==> config.mk <==
export PLATFORM = sky130hd
export DESIGN_NAME = dec_private_mode_sniffer
export DESIGN_NICKNAME = d
export VERILOG_FILES = /design/src/sv/dps_pkg.sv /design/src/sv/dps_parse.sv /design/src/sv/dps_obuf.sv /design/src/sv/dec_private_mode_sniffer.sv
export SDC_FILE = /design/constraint.sdc
export NUM_CORES = 1
export LEC_CHECK = 0
export BUFFER_PORTS_ARGS = -buffer_cell sky130_fd_sc_hd__buf_2
export CORE_ASPECT_RATIO = 1.4
export CORE_MARGIN = 5
export CORE_UTILIZATION = 53
export DETAILED_ROUTE_END_ITERATION = 16
export PLACE_DENSITY = 0.69
export SETUP_SLACK_MARGIN = 0.3
export SLEW_MARGIN = 30
export SYNTH_ARGS = -nofsm -noshare
export SYNTH_HDL_FRONTEND = slang
export SYNTH_HIERARCHICAL = 1
export SYNTH_SLANG_ARGS = --single-unit
==> constraint.sdc <==
create_clock -name clk -period 3.8 [get_ports clk]
set_input_delay 0.38 -clock clk [delete_from_list [all_inputs] [get_ports clk]]
set_output_delay 0.38 -clock clk [all_outputs]
set_load 0.02 [all_outputs]
==> src/sv/dps_pkg.sv <==
// ----------------------------------------------------------------------------
// dps_pkg
// Shared types and codes of the DEC private mode sniffer.
// ----------------------------------------------------------------------------
`default_nettype none

package dps_pkg;

  typedef struct packed {
    logic [7:0] byte_value;
    logic       last_of_write;
  } in_item_t;

  typedef struct packed {
    logic [2:0] mode_event;
    logic       cursor_app_mode;
    logic       mouse_reporting;
  } out_item_t;

  localparam logic [2:0] EV_NONE       = 3'd0;
  localparam logic [2:0] EV_CURSOR_ON  = 3'd1;
  localparam logic [2:0] EV_CURSOR_OFF = 3'd2;
  localparam logic [2:0] EV_MOUSE_ON   = 3'd3;
  localparam logic [2:0] EV_MOUSE_OFF  = 3'd4;

endpackage

`default_nettype wire

==> src/sv/dps_parse.sv <==
// ----------------------------------------------------------------------------
// dps_parse
// Escape sequence parser: holds the parse state and the mode flags and
// forms one result for every accepted byte.
// ----------------------------------------------------------------------------
`default_nettype none

module dps_parse
  import dps_pkg::*;
(
  input  wire logic      clk,
  input  wire logic      rst_n,
  input  wire logic      accept,
  input  wire in_item_t  item,
  output out_item_t      result
);

  typedef enum logic [1:0] {
    PH_PLAIN   = 2'd0,
    PH_ESC     = 2'd1,
    PH_BRACKET = 2'd2,
    PH_NUMBER  = 2'd3
  } phase_t;

  localparam logic [7:0] CH_ESC     = 8'h1B;
  localparam logic [7:0] CH_LBRACK  = 8'h5B;
  localparam logic [7:0] CH_QUEST   = 8'h3F;
  localparam logic [7:0] CH_ZERO    = 8'h30;
  localparam logic [7:0] CH_NINE    = 8'h39;
  localparam logic [7:0] CH_SEMI    = 8'h3B;
  localparam logic [7:0] CH_SET     = 8'h68;
  localparam logic [7:0] CH_RESET   = 8'h6C;

  localparam logic [31:0] MOUSE_A = 32'd1000;
  localparam logic [31:0] MOUSE_B = 32'd1002;
  localparam logic [31:0] MOUSE_C = 32'd1006;
  localparam logic [31:0] MOUSE_D = 32'd1015;

  phase_t      phase_r, phase_nxt;
  logic [31:0] number_r, number_nxt;
  logic        seen_r, seen_nxt;
  logic        cursor_r, cursor_nxt;
  logic        mouse_r, mouse_nxt;
  logic [2:0]  event_code;
  logic        is_mouse;
  logic        is_digit;
  logic        set_cmd;
  logic [7:0]  digit;

  assign is_mouse = (number_r == MOUSE_A) || (number_r == MOUSE_B) ||
                    (number_r == MOUSE_C) || (number_r == MOUSE_D);
  assign is_digit = (item.byte_value >= CH_ZERO) && (item.byte_value <= CH_NINE);
  assign set_cmd  = (item.byte_value == CH_SET);
  assign digit    = item.byte_value - CH_ZERO;

  always_comb begin
    phase_nxt  = phase_r;
    number_nxt = number_r;
    seen_nxt   = seen_r;
    cursor_nxt = cursor_r;
    mouse_nxt  = mouse_r;
    event_code = EV_NONE;
    unique case (phase_r)
      PH_PLAIN: begin
        if (item.byte_value == CH_ESC) begin
          phase_nxt = PH_ESC;
        end
      end
      PH_ESC: begin
        phase_nxt = (item.byte_value == CH_LBRACK) ? PH_BRACKET : PH_PLAIN;
      end
      PH_BRACKET: begin
        if (item.byte_value == CH_QUEST) begin
          phase_nxt  = PH_NUMBER;
          number_nxt = '0;
        end else begin
          phase_nxt = PH_PLAIN;
        end
      end
      PH_NUMBER: begin
        priority if (is_digit) begin
          number_nxt = (number_r << 3) + (number_r << 1) + {24'd0, digit};
        end else if (item.byte_value == CH_SEMI) begin
          if (is_mouse) begin
            seen_nxt = 1'b1;
          end
          number_nxt = '0;
        end else if (set_cmd || (item.byte_value == CH_RESET)) begin
          phase_nxt = PH_PLAIN;
          if (number_r == 32'd1) begin
            cursor_nxt = set_cmd;
            event_code = set_cmd ? EV_CURSOR_ON : EV_CURSOR_OFF;
          end else if (is_mouse || seen_r) begin
            seen_nxt   = 1'b1;
            mouse_nxt  = set_cmd;
            event_code = set_cmd ? EV_MOUSE_ON : EV_MOUSE_OFF;
          end
        end else begin
          phase_nxt = PH_NUMBER;
        end
      end
      default: begin
        phase_nxt = PH_PLAIN;
      end
    endcase
    if (item.last_of_write) begin
      phase_nxt  = PH_PLAIN;
      number_nxt = '0;
      seen_nxt   = 1'b0;
    end
  end

  assign result.mode_event      = event_code;
  assign result.cursor_app_mode = cursor_nxt;
  assign result.mouse_reporting = mouse_nxt;

  always_ff @(posedge clk) begin
    if (!rst_n) begin
      phase_r  <= PH_PLAIN;
      number_r <= '0;
      seen_r   <= 1'b0;
      cursor_r <= 1'b0;
      mouse_r  <= 1'b0;
    end else if (accept) begin
      phase_r  <= phase_nxt;
      number_r <= number_nxt;
      seen_r   <= seen_nxt;
      cursor_r <= cursor_nxt;
      mouse_r  <= mouse_nxt;
    end
  end

  a_last_clears: assert property (@(posedge clk) disable iff (!rst_n)
    accept && item.last_of_write |=> phase_r == PH_PLAIN && number_r == '0 && !seen_r)
    else $error("end of write did not clear parse state");

  a_cursor_event: assert property (@(posedge clk) disable iff (!rst_n)
    accept && (result.mode_event == EV_CURSOR_ON || result.mode_event == EV_CURSOR_OFF)
    |=> cursor_r == $past(result.mode_event == EV_CURSOR_ON))
    else $error("cursor flag does not follow cursor event");

  a_mouse_event: assert property (@(posedge clk) disable iff (!rst_n)
    accept && (result.mode_event == EV_MOUSE_ON || result.mode_event == EV_MOUSE_OFF)
    |=> mouse_r == $past(result.mode_event == EV_MOUSE_ON))
    else $error("mouse flag does not follow mouse event");

endmodule

`default_nettype wire

==> src/sv/dps_obuf.sv <==
// ----------------------------------------------------------------------------
// dps_obuf
// Result register with one skid entry; parts the input stall from the
// output stall so that a byte can enter while a result waits.
// ----------------------------------------------------------------------------
`default_nettype none

module dps_obuf
  import dps_pkg::*;
(
  input  wire logic      clk,
  input  wire logic      rst_n,
  input  wire logic      wr_en,
  input  wire out_item_t wr_data,
  output logic           full,
  output logic           out_valid,
  input  wire logic      out_stall,
  output out_item_t      out_data
);

  logic      out_valid_r;
  out_item_t out_data_r;
  logic      skid_valid_r;
  out_item_t skid_data_r;
  logic      out_take;

  assign out_take  = out_valid_r && !out_stall;
  assign full      = skid_valid_r;
  assign out_valid = out_valid_r;
  assign out_data  = out_data_r;

  always_ff @(posedge clk) begin
    if (!rst_n) begin
      out_valid_r  <= 1'b0;
      skid_valid_r <= 1'b0;
    end else if (skid_valid_r) begin
      if (out_take) begin
        out_data_r   <= skid_data_r;
        skid_valid_r <= 1'b0;
      end
    end else if (wr_en) begin
      if (!out_valid_r || out_take) begin
        out_data_r  <= wr_data;
        out_valid_r <= 1'b1;
      end else begin
        skid_data_r  <= wr_data;
        skid_valid_r <= 1'b1;
      end
    end else if (out_take) begin
      out_valid_r <= 1'b0;
    end
  end

  a_skid_needs_out: assert property (@(posedge clk) disable iff (!rst_n)
    skid_valid_r |-> out_valid_r)
    else $error("skid entry held with empty result register");

  a_no_write_full: assert property (@(posedge clk) disable iff (!rst_n)
    wr_en |-> !skid_valid_r)
    else $error("write into full buffer");

  a_skid_drains: assert property (@(posedge clk) disable iff (!rst_n)
    skid_valid_r && out_take |=> out_valid_r && !skid_valid_r)
    else $error("skid entry lost on transfer");

endmodule

`default_nettype wire

==> src/sv/dec_private_mode_sniffer.sv <==
// ----------------------------------------------------------------------------
// dec_private_mode_sniffer
// Watches terminal output bytes for DEC private mode set/reset sequences
// and reports cursor-key application and mouse reporting changes.
//
// Input channel: in_valid / in_stall / in_data carry one byte and an
// end-of-write mark. A transfer happens on a rising edge with valid high
// and stall low. Output channel: out_valid / out_stall / out_data carry one
// result per byte: the mode event and both current flags.
// Throughput: one byte per cycle while in_stall is low; the whole parse step
// runs in the cycle of the transfer and the result lands in the output
// register, or in the skid entry while a stalled result waits there.
// Stall: a two-entry output buffer absorbs one result while out_stall is
// high; in_stall rises only when both entries hold results, and is a
// register output.
// Reset (rst_n low, synchronous): plain-text phase, value and flags clear,
// output buffer empties.
// ----------------------------------------------------------------------------
`default_nettype none

module dec_private_mode_sniffer
  import dps_pkg::*;
(
  input  wire logic      clk,
  input  wire logic      rst_n,
  input  wire logic      in_valid,
  output logic           in_stall,
  input  wire in_item_t  in_data,
  output logic           out_valid,
  input  wire logic      out_stall,
  output out_item_t      out_data
);

  logic      in_accept;
  out_item_t result;
  logic      buf_full;

  assign in_stall  = buf_full;
  assign in_accept = in_valid && !buf_full;

  dps_parse u_parse (
    .clk    (clk),
    .rst_n  (rst_n),
    .accept (in_accept),
    .item   (in_data),
    .result (result)
  );

  dps_obuf u_obuf (
    .clk       (clk),
    .rst_n     (rst_n),
    .wr_en     (in_accept),
    .wr_data   (result),
    .full      (buf_full),
    .out_valid (out_valid),
    .out_stall (out_stall),
    .out_data  (out_data)
  );

endmodule

`default_nettype wire
---- After elaboration in Yosys (flattened, before gate mapping) ----
Cells that the tools add are included.
word-level totals
  input bits .............................. 13
  logic and storage cells ................. 121
  bits in registers ....................... 49
  output and inout bits ................... 7
cells by class
  multiplexer cells ....................... 51
  equality and inequality tests ........... 24
  bitwise gates (word level) .............. 2
  reduce and logical (&&, ||, !) cells .... 26
  add/sub/neg operators ................... 3
  $lt $le $gt $ge ......................... 2
operators with widths
  cell                                                               count
  == test 32 x 10 -> 1 bit, second input constant                    4
  two-way mux 32 bit                                                 4
  one-hot mux 32 bit (2 select lines)                                1
  adder 32 bit                                                       1
  adder 32 x 8 -> 32 bit                                             1
  == test 32 x 1 -> 1 bit, second input constant                     1
  two-way mux 1 bit                                                  26
  == test 8 x 7 -> 1 bit, second input constant                      3
  two-way mux 3 bit                                                  7
  two-way mux 5 bit                                                  4
  == test 8 x 6 -> 1 bit, second input constant                      2
  two-way mux 2 bit                                                  8
  AND reduction 4 bit                                                4
  inequality test 3 x 2 -> 1 bit, second input constant              4
  nonzero test 3 bit                                                 3
  == test 8 x 5 -> 1 bit, second input constant                      1
  greater-or-equal comparator 8 x 6 -> 1 bit, second input constant  1
  <= comparator 8 x 6 -> 1 bit, second input constant                1
  one-hot mux 2 bit (4 select lines)                                 1
  nonzero test 2 bit                                                 4
  subtractor 8 x 6 -> 8 bit, second input constant                   1
  AND reduction 7 bit                                                1
  logical OR 1 bit                                                   6
  inequality test 3 bit, second input constant                       2
  10 further kinds                                                   17

---- Longest topological paths before layout ----
Gate-level depths: netlist of the first run.
  word-level depth ........................ 14
  depth in mapped cells ................... 13
  gate-level depth less buffers ........... 13

---- Hierarchy ----
The synthesis of the first run kept the hierarchy.
modules (own cells, without submodules)
  module                    times used  area an instance (µm²)  seq. area each (µm²)  cells each
  dps_parse                 1           3,697.3                 740.7                 456
  dps_obuf                  1           479.2                   340.3                 29
  dec_private_mode_sniffer  1           13.8                    0.0                   1

---- Worst setup path after synthesis of the first run ----
OpenSTA, ideal clock, no wires.
  path type ............................... input-to-reg
  start ................................... in in_data[5] in the netlist's numbering
  end ..................................... reg u_parse.number_r[31]
  stages on the path ...................... 12
  path buffers ............................ 0
  required time ........................... 3,683 ps
  library setup time ...................... 117 ps
  setup slack ............................. 691 ps
  arrival time ............................ 2,992 ps
  cell sequence ........................... ha_1 > xnor2_1 > fa_1 > ha_1 > a21oi_1 > nand2_1 > o21ai_0 > a21oi_1 > o21ai_1 > a211oi_1 > or3_1 > a32o_1
on the way
  longest elaborated chain between the ends .. 5
  elaborated cells between the ends (all ways) .. 13
  classes of those cells .................. 2 x add/sub; 2 x order compare; 4 x eq/ne; 3 x mux; 2 x reduce/logical
RTL lines
  what                                                                RTL line                          RTL
  start: declaration                                                  dec_private_mode_sniffer.sv:28    input wire in_item_t in_data,
  subtractor 8 x 6 -> 8 bit (tied with other cells)                   dps_parse.sv:54                   assign digit = item.byte_value - CH_ZERO;
  adder 32 x 8 -> 32 bit / logical AND 1 bit (equally long branches)  dps_parse.sv:82, dps_parse.sv:52
  two-way mux 32 bit                                                  dps_parse.sv:81                   priority if (is_digit) begin
  one-hot mux 32 bit (2 select lines)                                 dps_parse.sv:63                   unique case (phase_r)
  two-way mux 32 bit                                                  dps_parse.sv:106                  if (item.last_of_write) begin
  end signal: assignment                                              dps_parse.sv:126                  number_r <= number_nxt;
  end: declaration                                                    dps_parse.sv:40                   logic [31:0] number_r, number_nxt;
Parallel ways exist; a longest one is shown, timed or not.
A chain may end at the register's enable or synchronous reset.

---- Worst setup path after layout of the first run ----
  start ................................... reg u_parse.number_r[2]
  end ..................................... reg u_parse.number_r[26]
on the way
  longest elaborated chain between the ends .. 5
RTL lines
  what                                 RTL line          RTL
  adder 32 bit                         dps_parse.sv:82   number_nxt = (number_r << 3) + (number_r << 1) + {24'd0, digit};
  adder 32 x 8 -> 32 bit               dps_parse.sv:82
  two-way mux 32 bit                   dps_parse.sv:81
  one-hot mux 32 bit (2 select lines)  dps_parse.sv:63
  two-way mux 32 bit                   dps_parse.sv:106
Every way passes these cells.

==> results by group, run 1 <==
Worst setup path
  • Crit path max fanout: 6
  • Critical Path Start Type: register
  • Crit. End Element: register
  • CP peak stage delay: ~0.54 ns
  • FF-to-FF setup slack: between 0.5 and 0.6 ns
  • Buf+Inv Stages, Crit Path: 1
  • Crit path max-delay cell type: fa_1
  • R2R depth: 11
  • Reg-to-reg critical path startpoint: u_parse/number_r[2]
  • Reg2reg end: u_parse/number_r[26]
  • Top delay family on crit path: compound AO/OA/AOI/OAI gates
  • Arrival time worst endpoint: around 3.4 ns
  • Crit Path Category: register to register
  • Most used cell, CP: fa_1
  • Critical-path cell list: fa_1, inv_1, fa_1, nand2b_1, a21o_1, a211oi_2, o211ai_1, a21oi_1, o21ai_1, nor3b_1, o31ai_1
  • CP required: about 4 ns

Floorplanning
  • Number of core rows: 38
  • Starting Density: 54.07%
  • Area of the die: just under 10,000 µm²
  • Core ar.: 7750 µm²
  • Die Span Y: approximately 120 µm
  • DIE WIDTH: roughly 85 µm
  • Number of I/O pins: 20

Clocking
  • CTS sink count: 49
  • Hold Buf Count CTS: 0
  • Max clock buf depth: 2
  • Clock slew at reported path FFs: about 0.090 ns
  • Htree depth: 2
  • Total CTS buffers: 5
  • CTS tree: built
  • Clk root buf: clkbuf_8
  • Clk_lat worst skew: approximately 0.3 ns

STA
  • RSZ-0062 raised after global routing: false
  • Fmax: just over 300 MHz
  • # setup viols final: 0
  • Tcrit/Tclk final: 84.47%
  • Layout Skew: approximately 0.0066 ns
  • Hold slack: between 0.3 and 0.4 ns
  • Max Slew Vio Count: 0
  • Rel. slew slack: between 50% and 60%
  • Setup Total Neg Slack: 0 ns
  • Actual slew at the worst max-slew pin: 0.7098 ns
  • Final Hold Viols: 0
  • Tmin final: between 3 and 4 ns

Synthesis
  • Area fraction in compound gates after synthesis: between 20% and 30%
  • Combinational family with the most area after synthesis: compound AO/OA/AOI/OAI gates
  • Simple-gate area share of the yosys netlist: around 20%
  • Top FF cell, synth: dfxtp_1
  • Seq/Total Area, Yosys: about 26%
  • Syn Area/Cell: roughly 8.6 µm²
  • Post-synth EDFFs: 10
  • Synth Area in Adders: approximately a fifth
  • Ys Warns: 6
  • Post-Syn Nets: 562
  • Mapped Area: about 4200 µm²
  • Synth Area in XOR/XNOR: under 10%
  • Multiplexer share of the synthesized area: about 2.1%
  • Synthesis-stage register bit count: 49
  • Fraction of registers with async set/reset: 0%
  • Mapped Cells: a little under 500
  • Synth cell types: between 60 and 70

Drt
  • Iteration-0 DRC Markers: 163
  • Residual DRC count: 0
  • Pre-antenna DRT Iters: 6
  • Per-cell routed wire length: ~16 µm
  • Vias: approximately 3,600
  • Routed Antenna Nets: 0
  • Final wirelength: 9627 µm
  • Via-to-Cell Ratio: 6.032

Cells and area
  • FF/Latch Area: between 1000 and 1500 µm²
  • Area Overhead vs Synth: 5.584%
  • Layout cells sized above 1: a little under 9%
  • Most common cell after layout, fill and taps aside: ha_1
  • Fill cell count: 707
  • Final #Nets: between 500 and 600
  • Commonest cells after routing, fill and taps aside: 57 x ha_1, 41 x nand2_1, 40 x a21oi_1
  • Number of diodes: 0
  • Area of the multi-input gates: 2960 µm²

Power
  • Pwr dens: between 200 and 250 nW/µm²
  • Maximum VDD drop: roughly 0.00015 V
  • Leak: a little over 0.002 µW

Global route
  • GRT Total Usage: about 20%
  • Largest net degree at the start of global routing: 26
  • Initial antenna violation count: 0
  • First-pass GRT wire length: approximately 16,000 µm
  • GRT overflow: 0
  • Vias in the first global route: about 3,400

Place
  • GP Congestion: about 0.92
  • I/O Buffers: 19
  • Dpl hpwl: about 7600 µm

Job
  • Max capacitance violation total: 0

Hold path
  • Hold Path Depth: 3
  • Hold path startpoint: in_data[1]
  • Hold Path Sink: u_parse/number_r[0]
  • Worst Hold Class: input pin to register

Status
  • Outcome: finished, final reports clean
## routing by layer
metal | wire length, µm | global-route usage (%) | vias to the layer above | share of wire, %
li1 | - | - | 1807 | -
met1 | 3970 | 23.52 | 1676 | 41
met2 | 4994 | 37.50 | 82 | 52
met3 | 338 | 2.437 | 24 | 3.5
met4 | 323 | 7.286 | 0 | 3.4
met5 | 0 | 0 | - | 0
## area by class of cell
cell class                 instances  share of cell area, %
clock buffer                       6                  1.640
clock inverter                     2                 0.3394
inverter                          16                  1.357
multi-input combinational        401                  66.91
sequential                        49                  24.43
tap                              100                  2.828
timing repair buffer              21                  2.489
## what timing repair did
item,in CTS,in global routing
buffers inserted,0,0
setup endpoints to repair,0,3
gates resized for setup,0,2
## through the flow
stage | cell area (µm²) | std cells | setup slack, ns | total power, µW | utilization [%]
6_report | 4424 | 595 | 0.5900 | 935.1 | 57.09
5_1_grt | 4424 | 595 | 0.3683 | 979.3 | 57.09
3_5_place_dp | 4332 | 587 | 0.1899 | 643.9 | 55.89
4_1_cts | 4419 | 595 | 0.4596 | 946.5 | 57.02
3_3_place_gp | 4332 | 587 | 0.2264 | 641.2 | 55.89
2_1_floorplan | 4190 | 486 | 0.6911 | 616.0 | -
## sequential cells by signal (all words and copies together), names as in the netlist
register and flops:
u_parse/cursor_r 1, u_obuf/skid_data_r 5, u_parse/phase_r 2, u_parse/number_r 32
u_parse/mouse_r 1, u_obuf/out_data 5, u_obuf/out_valid 1, u_parse/seen_r 1
u_obuf/full 1
## report_power, final
group	internal, µW	switching [µW]
combinational	34.2	54.6
clock	130	174
sequential	536	6.71
total	700	235
## synthesized netlist by cell type, types with 3 or more instances
cell | n | area [µm²]
xnor2_1 | 18 | 157.7
and2_1 | 3 | 18.77
nand2b_1 | 4 | 25.02
clkbuf_1 | 16 | 60.06
fa_1 | 6 | 120.1
a211oi_1 | 4 | 30.03
o211ai_1 | 4 | 30.03
o31ai_1 | 3 | 22.52
dfxtp_1 | 39 | 780.8
nor3_1 | 9 | 45.04
buf_4 | 3 | 22.52
nand2_1 | 41 | 153.9
a22oi_1 | 14 | 105.1
o21ai_1 | 4 | 20.02
o21a_1 | 4 | 30.03
o21ai_0 | 24 | 120.1
inv_1 | 16 | 60.06
edfxtp_1 | 10 | 300.3
or3_1 | 6 | 37.54
nor4_1 | 9 | 56.30
a21oi_1 | 40 | 200.2
and3_1 | 5 | 31.28
nor2_1 | 24 | 90.09
nand4_1 | 9 | 56.30
nor2b_1 | 22 | 137.6
a22o_1 | 3 | 26.28
xor2_1 | 9 | 78.83
a21o_1 | 19 | 142.6
mux2_2 | 5 | 56.30
a31oi_1 | 6 | 37.54
ha_1 | 57 | 713.2
nand3_1 | 13 | 65.06
## worst register-to-register path, stage by stage, from the launching register on
cell and delay (ns):
dfxtp_1 0.40, fa_1 0.54, inv_1 0.06, fa_1 0.43, nand2b_1 0.21, a21o_1 0.20
a211oi_2 0.29, o211ai_1 0.20, a21oi_1 0.27, o21ai_1 0.12, nor3b_1 0.15, o31ai_1 0.25
## how the worst max path moves through the flow
stage	from	to	cells after the start	slack (ns)
after floorplan	in_data[5]	u_parse/number_r[31]	12	0.69
after global placement	in_data[5]	u_parse/number_r[31]	13	0.23
after detailed placement	in_data[5]	u_parse/number_r[31]	13	0.19
after CTS	u_parse/number_r[2]	u_parse/number_r[26]	11	0.46
after global routing	u_parse/number_r[0]	u_parse/number_r[26]	11	0.37
final	u_parse/number_r[2]	u_parse/number_r[26]	11	0.59
## logic make-up after synthesis
family,Yosys count
xor gates and xnor gates,27
muxes,8
adders and majority gates,63
DFF,49
and+or+nand+nor,158
buffers and inverters,36
AOI/OAI and AO/OA,145
Power figures use the tool's default switching activity.
==> run 2, diff against run 1 <==
--- a/config.mk
+++ b/config.mk
@@ -10,7 +10,7 @@
 export CORE_MARGIN = 5
 export CORE_UTILIZATION = 53
 export DETAILED_ROUTE_END_ITERATION = 16
-export PLACE_DENSITY = 0.69
+export PLACE_DENSITY = 0.72
 export SETUP_SLACK_MARGIN = 0.3
 export SLEW_MARGIN = 30
 export SYNTH_ARGS = -nofsm -noshare
==> constraint.sdc (replaced) <==
create_clock -name clk -period 2.9 [get_ports clk]
set_input_delay 0.29 -clock clk [delete_from_list [all_inputs] [get_ports clk]]
set_output_delay 0.29 -clock clk [all_outputs]
set_load 0.02 [all_outputs]
==> run 2 against run 1 <==
Final area up 21%. Critical path depth up 1. Final cell count up 8.4%. Sequential power rose by 31%. The run now ends with setup timing left. Via count is 8.0% higher. First-iteration DRC count rose by 21%. Combinational power is 82% higher. Largest power group unchanged.
==> results by group, run 2 (synthesis results as in run 1) <==
Floorplanning
  • Die Span Y: 115.2 µm
  • Area of the die: a little under 10,000 µm²
  • Number of I/O pins: 20
  • Starting Density: 54.07%
  • Core ar.: between 7000 and 8000 µm²
  • DIE WIDTH: between 80 and 90 µm
  • Number of core rows: 38

Status
  • Failing checks: setup timing
  • Outcome: finished, violations left

Drt
  • Vias: ~3,900
  • Residual DRC count: 0
  • Per-cell routed wire length: 16.81 µm
  • Iteration-0 DRC Markers: a little under 200
  • Final wirelength: around 11,000 µm
  • Pre-antenna DRT Iters: 5
  • Via-to-Cell Ratio: ~6
  • Routed Antenna Nets: 0

Worst setup path
  • R2R depth: 12
  • Critical-path cell list: buf_4, fa_1, ha_4, o211ai_1, a21o_1, a211oi_2, buf_4, or3_1, a21oi_2, buf_4, xor2_1, o21ai_1
  • Buf+Inv Stages, Crit Path: 3
  • Reg-to-reg critical path startpoint: u_parse/number_r[2]
  • Crit Path Category: register to register
  • Top delay family on crit path: compound AO/OA/AOI/OAI gates
  • Critical Path Start Type: register
  • Arrival time worst endpoint: 3.14 ns
  • CP required: about 3.1 ns
  • Crit path max fanout: 5
  • FF-to-FF setup slack: -0.04 ns
  • CP peak stage delay: between 0.5 and 0.6 ns
  • Origin of the worst setup path: u_parse/number_r[2]
  • Most used cell, CP: buf_4
  • Crit. End Element: register
  • Reg2reg end: u_parse/number_r[20]
  • Crit path max-delay cell type: fa_1

Cells and area
  • Fin area: between 5000 and 6000 µm²
  • Commonest cells after routing, fill and taps aside: 45 x buf_4, 40 x ha_1, 39 x nand2_1
  • Layout cells sized above 1: about a third
  • Max reg flops: 32
  • Most common cell after layout, fill and taps aside: buf_4
  • Final #Nets: 620
  • FF/Latch Area: 1107 µm²
  • Number of diodes: 0
  • Top reg by flops: u_parse/number_r
  • Area of the multi-input gates: roughly 3400 µm²
  • Area Overhead vs Synth: 27.86%
  • Fill cell count: around 570

STA
  • Actual slew at the worst max-slew pin: roughly 0.65 ns
  • Hold slack: approximately 0.28 ns
  • Final Hold Viols: 0
  • Tmin final: about 2.9 ns
  • Tcrit/Tclk final: 101.3%
  • RSZ-0062 raised after global routing: true
  • Layout Skew: 0.01686 ns
  • Setup ws final: -0.03804 ns
  • Max Slew Vio Count: 0
  • Fmax: about 340 MHz
  • # setup viols final: 3
  • Rel. slew slack: 56.61%

Hold path
  • Hold Path Sink: u_parse/number_r[0]
  • Hold path startpoint: in_data[1]
  • Worst Hold Class: input pin to register
  • Hold Path Depth: 3

Global route
  • Vias in the first global route: 3,858
  • GRT overflow: 0
  • First-pass GRT wire length: 17,410 µm
  • Largest net degree at the start of global routing: 26
  • Initial antenna violation count: 0
  • GRT Total Usage: a little over a fifth

Place
  • I/O Buffers: 19
  • Pre-CTS worst setup slack: -0.3150 ns
  • Dpl hpwl: a little under 8000 µm
  • GP Congestion: ~0.98
  • Post-DP Area: about 4700 µm²

Job
  • Max capacitance violation total: 0

Power
  • Leak: approximately 0.0023 µW
  • Pwr dens: around 240 nW/µm²
  • Maximum VDD drop: approximately 0.00018 V

Clocking
  • CTS sink count: 49
  • Clk_lat worst skew: 0.32 ns
  • Total CTS buffers: 5
  • Clock slew at reported path FFs: approximately 0.11 ns
  • Clk root buf: clkbuf_8
  • CTS tree: built
  • Max clock buf depth: 2
  • Htree depth: 2
## run 2: how the worst max path moves through the flow
stage                     slack (ns)              endpoint  cells after the start
after floorplan                 0.17  u_parse/number_r[26]                     13
after global placement         -0.25  u_parse/number_r[26]                     13
after detailed placement       -0.32  u_parse/number_r[26]                     13
after CTS                       0.09  u_parse/number_r[26]                     11
after global routing           -0.15  u_parse/number_r[28]                     12
final                          -0.04  u_parse/number_r[20]                     12
## run 2: report_power, final
part	internal, µW	switching, µW
sequential	699	8.65
combinational	73.4	88.6
clock	176	266
## run 2: routing by layer
metal  track usage (%)  wire [µm]  up-vias
met5                 0          0        -
met4             8.765        291        0
met3             2.437        330       25
met2             40.15       5750       81
met1             24.51       4470     1854
li1                  -          -     1917
## run 2: area by class of cell
class                           instances  area share, %
Timing Repair Buffer                   71          9.785
Inverter                               16          1.355
Sequential cell                        49          20.67
Multi-Input combinational cell        401          64.08
Tap cell                              100          2.335
Clock inverter                          3         0.4904
Clock buffer                            5          1.284
## run 2: repair_timing
action	in CTS	in global routing
endpoints found under the setup margin	20	23
pin swaps	38	40
hold buffers	0	0
buffers inserted	7	11
resized for setup	41	58
## run 2: worst min-delay path, stage by stage
cell and delay, ns:
buf_2 0.10, a22oi_1 0.08, nor2b_1 0.10
## run 2: metrics by stage
stage / util (%) / TNS, ns / power [µW] / std cells
after floorplan: - / 0 / 819.5 / 486
after global placement: 60.88 / -1.677 / 865.2 / 619
after detailed placement: 60.88 / -2.540 / 869.5 / 619
after CTS: 64.87 / 0 / 1322 / 634
after global routing: 69.13 / -0.7050 / 1378 / 645
final: 69.13 / -0.07871 / 1311 / 645
==> run 3, diff against run 2 <==
--- a/config.mk
+++ b/config.mk
@@ -9,8 +9,11 @@
 export CORE_ASPECT_RATIO = 1.4
 export CORE_MARGIN = 5
 export CORE_UTILIZATION = 53
+export CTS_CLUSTER_DIAMETER = 150
+export CTS_CLUSTER_SIZE = 28
 export DETAILED_ROUTE_END_ITERATION = 16
 export PLACE_DENSITY = 0.72
+export REMOVE_ABC_BUFFERS = 1
 export SETUP_SLACK_MARGIN = 0.3
 export SLEW_MARGIN = 30
 export SYNTH_ARGS = -nofsm -noshare
==> run 3 against run 2 <==
The flow still finishes with violations (setup timing). Count of clock-buffer cells in the layout unchanged. Critical path depth is 2 lower. Sequential share of layout area down 0.70 points. Final area increased by 2.1%. Worst hold slack gained 0.026 ns. Global-route usage rose by 1.9 points. Combinational power increased by 3%. Clock skew shrank 0.0056 ns. Largest cell class unchanged. Largest power group unchanged.
==> results by group, run 3 (synthesis results as in run 1) <==
Cells and area
  • Top reg by flops: u_parse/number_r
  • Max reg flops: 32
  • Layout cells sized above 1: 32.74%
  • Final #Nets: around 640
  • Number of diodes: 0
  • Core Util, Final: between 70% and 80%
  • Most common cell after layout, fill and taps aside: buf_4
  • Area Overhead vs Synth: 30.58%
  • Commonest cells after routing, fill and taps aside: 57 x buf_4, 45 x ha_1, 39 x nand2_1
  • Fill cell count: roughly 580

Hold path
  • Hold path startpoint: out_stall
  • Worst Hold Class: input pin to register
  • Hold Path Sink: u_obuf/full
  • Hold Path Depth: 3

Floorplanning
  • Number of core rows: 38
  • Die Span Y: ~120 µm
  • Number of I/O pins: 20
  • Starting Density: a little over half
  • Area of the die: 9810 µm²
  • Core ar.: about 7700 µm²
  • DIE WIDTH: about 85 µm

Global route
  • Grt peak-use layer: met2
  • GRT overflow: 0
  • Largest net degree at the start of global routing: 26
  • Met3 GRT Util: 3.369%
  • Vias in the first global route: roughly 4,000
  • Initial antenna violation count: 0
  • GRT Total Usage: about a quarter
  • Met2 Resource Use GR: between 40% and 50%
  • Routing usage on met1: 26.25%
  • First-pass GRT wire length: about 19,000 µm

Worst setup path
  • Crit path max fanout: 3
  • Origin of the worst setup path: u_parse/number_r[11]
  • CP required: ~3.1 ns
  • Buf+Inv Stages, Crit Path: 0
  • Crit path max-delay cell type: a221o_1
  • Reg-to-reg critical path startpoint: u_parse/number_r[11]
  • Crit. End Element: register
  • CP peak stage delay: approximately 0.38 ns
  • Reg2reg end: u_parse/number_r[31]
  • Critical-path cell list: ha_1, ha_4, a21o_1, a31o_1, a221o_1, nand2b_4, o21ai_4, a211oi_2, or3_1, a32o_1
  • R2R depth: 10
  • FF-to-FF setup slack: -0.002 ns
  • Critical Path Start Type: register
  • Arrival time worst endpoint: between 3 and 4 ns
  • Crit Path Category: register to register
  • Top delay family on crit path: compound AO/OA/AOI/OAI gates

Drt
  • Residual DRC count: 0
  • Final wirelength: around 12,000 µm
  • Vias: ~4,000
  • Pre-antenna DRT Iters: 4
  • Routed Antenna Nets: 0
  • Via-to-Cell Ratio: 6.097
  • Iteration-0 DRC Markers: between 200 and 300
  • Per-cell routed wire length: around 18 µm

Place
  • Dpl hpwl: between 8000 and 9000 µm
  • I/O Buffers: 19
  • Pre-CTS worst setup slack: -0.5526 ns
  • GP Congestion: roughly 0.94

Clocking
  • CTS tree: built
  • Clk root buf: clkbuf_8
  • CTS sink count: 49
  • Clk_lat worst skew: 0.31 ns
  • Htree depth: 2
  • Max clock buf depth: 2
  • Total CTS buffers: 5
  • Clock slew at reported path FFs: 0.10 ns

STA
  • Actual slew at the worst max-slew pin: approximately 0.7 ns
  • Max Slew Vio Count: 0
  • Rel. slew slack: between 50% and 60%
  • RSZ-0062 raised after global routing: true
  • Final Hold Viols: 0
  • Tcrit/Tclk final: 100.1%
  • Tmin final: about 2.9 ns
  • Fmax: 344.6 MHz
  • # setup viols final: 1
  • Setup ws final: -0.001769 ns
  • Layout Skew: around 0.011 ns

Job
  • Max capacitance violation total: 0

Power
  • Maximum VDD drop: between 0.00015 and 0.0002 V
  • Leak: between 0.002 and 0.0025 µW
  • Pwr dens: 251.4 nW/µm²

Status
  • Failing checks: setup timing
  • Outcome: finished, violations left
[run 3: cell types whose count changed in the layout (fill, tap and decap cells not counted), moves of 3 or more]
cell / delta
ha_4: -3
buf_4: +12
dfxtp_2: -3
ha_1: +5
buf_6: +5
a21oi_1: +3
dfxtp_1: +6
o21ai_2: +3
dfxtp_4: -3
[run 3: worst max path at each step]
stage,endpoint,slack [ns],cells after the start
finish,u_parse/number_r[31],-0.002,10
global route,u_parse/number_r[20],-0.1,12
CTS,u_parse/number_r[26],-0.001,11
detailed placement,u_parse/number_r[26],-0.55,13
global placement,u_parse/number_r[31],-0.46,15
floorplan,u_parse/number_r[31],-0.12,12
[run 3: power breakdown]
part	total [µW]	internal, µW	switching [µW]
registers	711	702	9.22
logic	167	75.9	91.2
clock network	497	254	243
[run 3: layout make-up]
type / instances / area, µm² / area share [%]
multi-input combinational: 401 / 3413 / 62.38
sequential: 49 / 1092 / 19.96
timing repair buffer: 88 / 670.6 / 12.26
tap: 100 / 125.1 / 2.287
clock buffer: 5 / 68.82 / 1.258
inverter: 16 / 60.06 / 1.098
clock inverter: 3 / 41.29 / 0.7546
[run 3: metrics by stage]
step                      setup TNS, ns  std cells  instance area [µm²]  hold slack [ns]  power, µW
after detailed placement         -5.594        636                 4700           0.4725      860.9
after global placement           -4.848        636                 4700           0.4635      855.4
after floorplan                 -0.1189        466                 4096           0.4117      798.4
after global routing            -0.5434        662                 5472           0.3251       1438
final                         -0.001769        662                 5472           0.3049       1375
after CTS                     -0.001323        650                 5134           0.3008       1368
[run 3: worst register-to-register path, stage by stage, from the launching register on]
cell and delay (ns):
dfxtp_2 0.35, ha_1 0.33, ha_4 0.25, a21o_1 0.22, a31o_1 0.26, a221o_1 0.38
nand2b_4 0.19, o21ai_4 0.16, a211oi_2 0.09, or3_1 0.31, a32o_1 0.26
[run 3: timing repair]
| action | CTS | global route |
|---|---|---|
| pin swaps | 40 | 34 |
| hold buffers | 0 | 0 |
| buffers inserted | 6 | 12 |
| setup endpoints to repair | 24 | 30 |
| gates resized for setup | 63 | 56 |
[run 3: routing by layer]
metal / routed length [µm] / vias to the layer above
met3: 410 / 40
met1: 4581 / 1941
li1: - / 1949
met4: 516 / 0
met2: 6428 / 106
met5: 0 / -
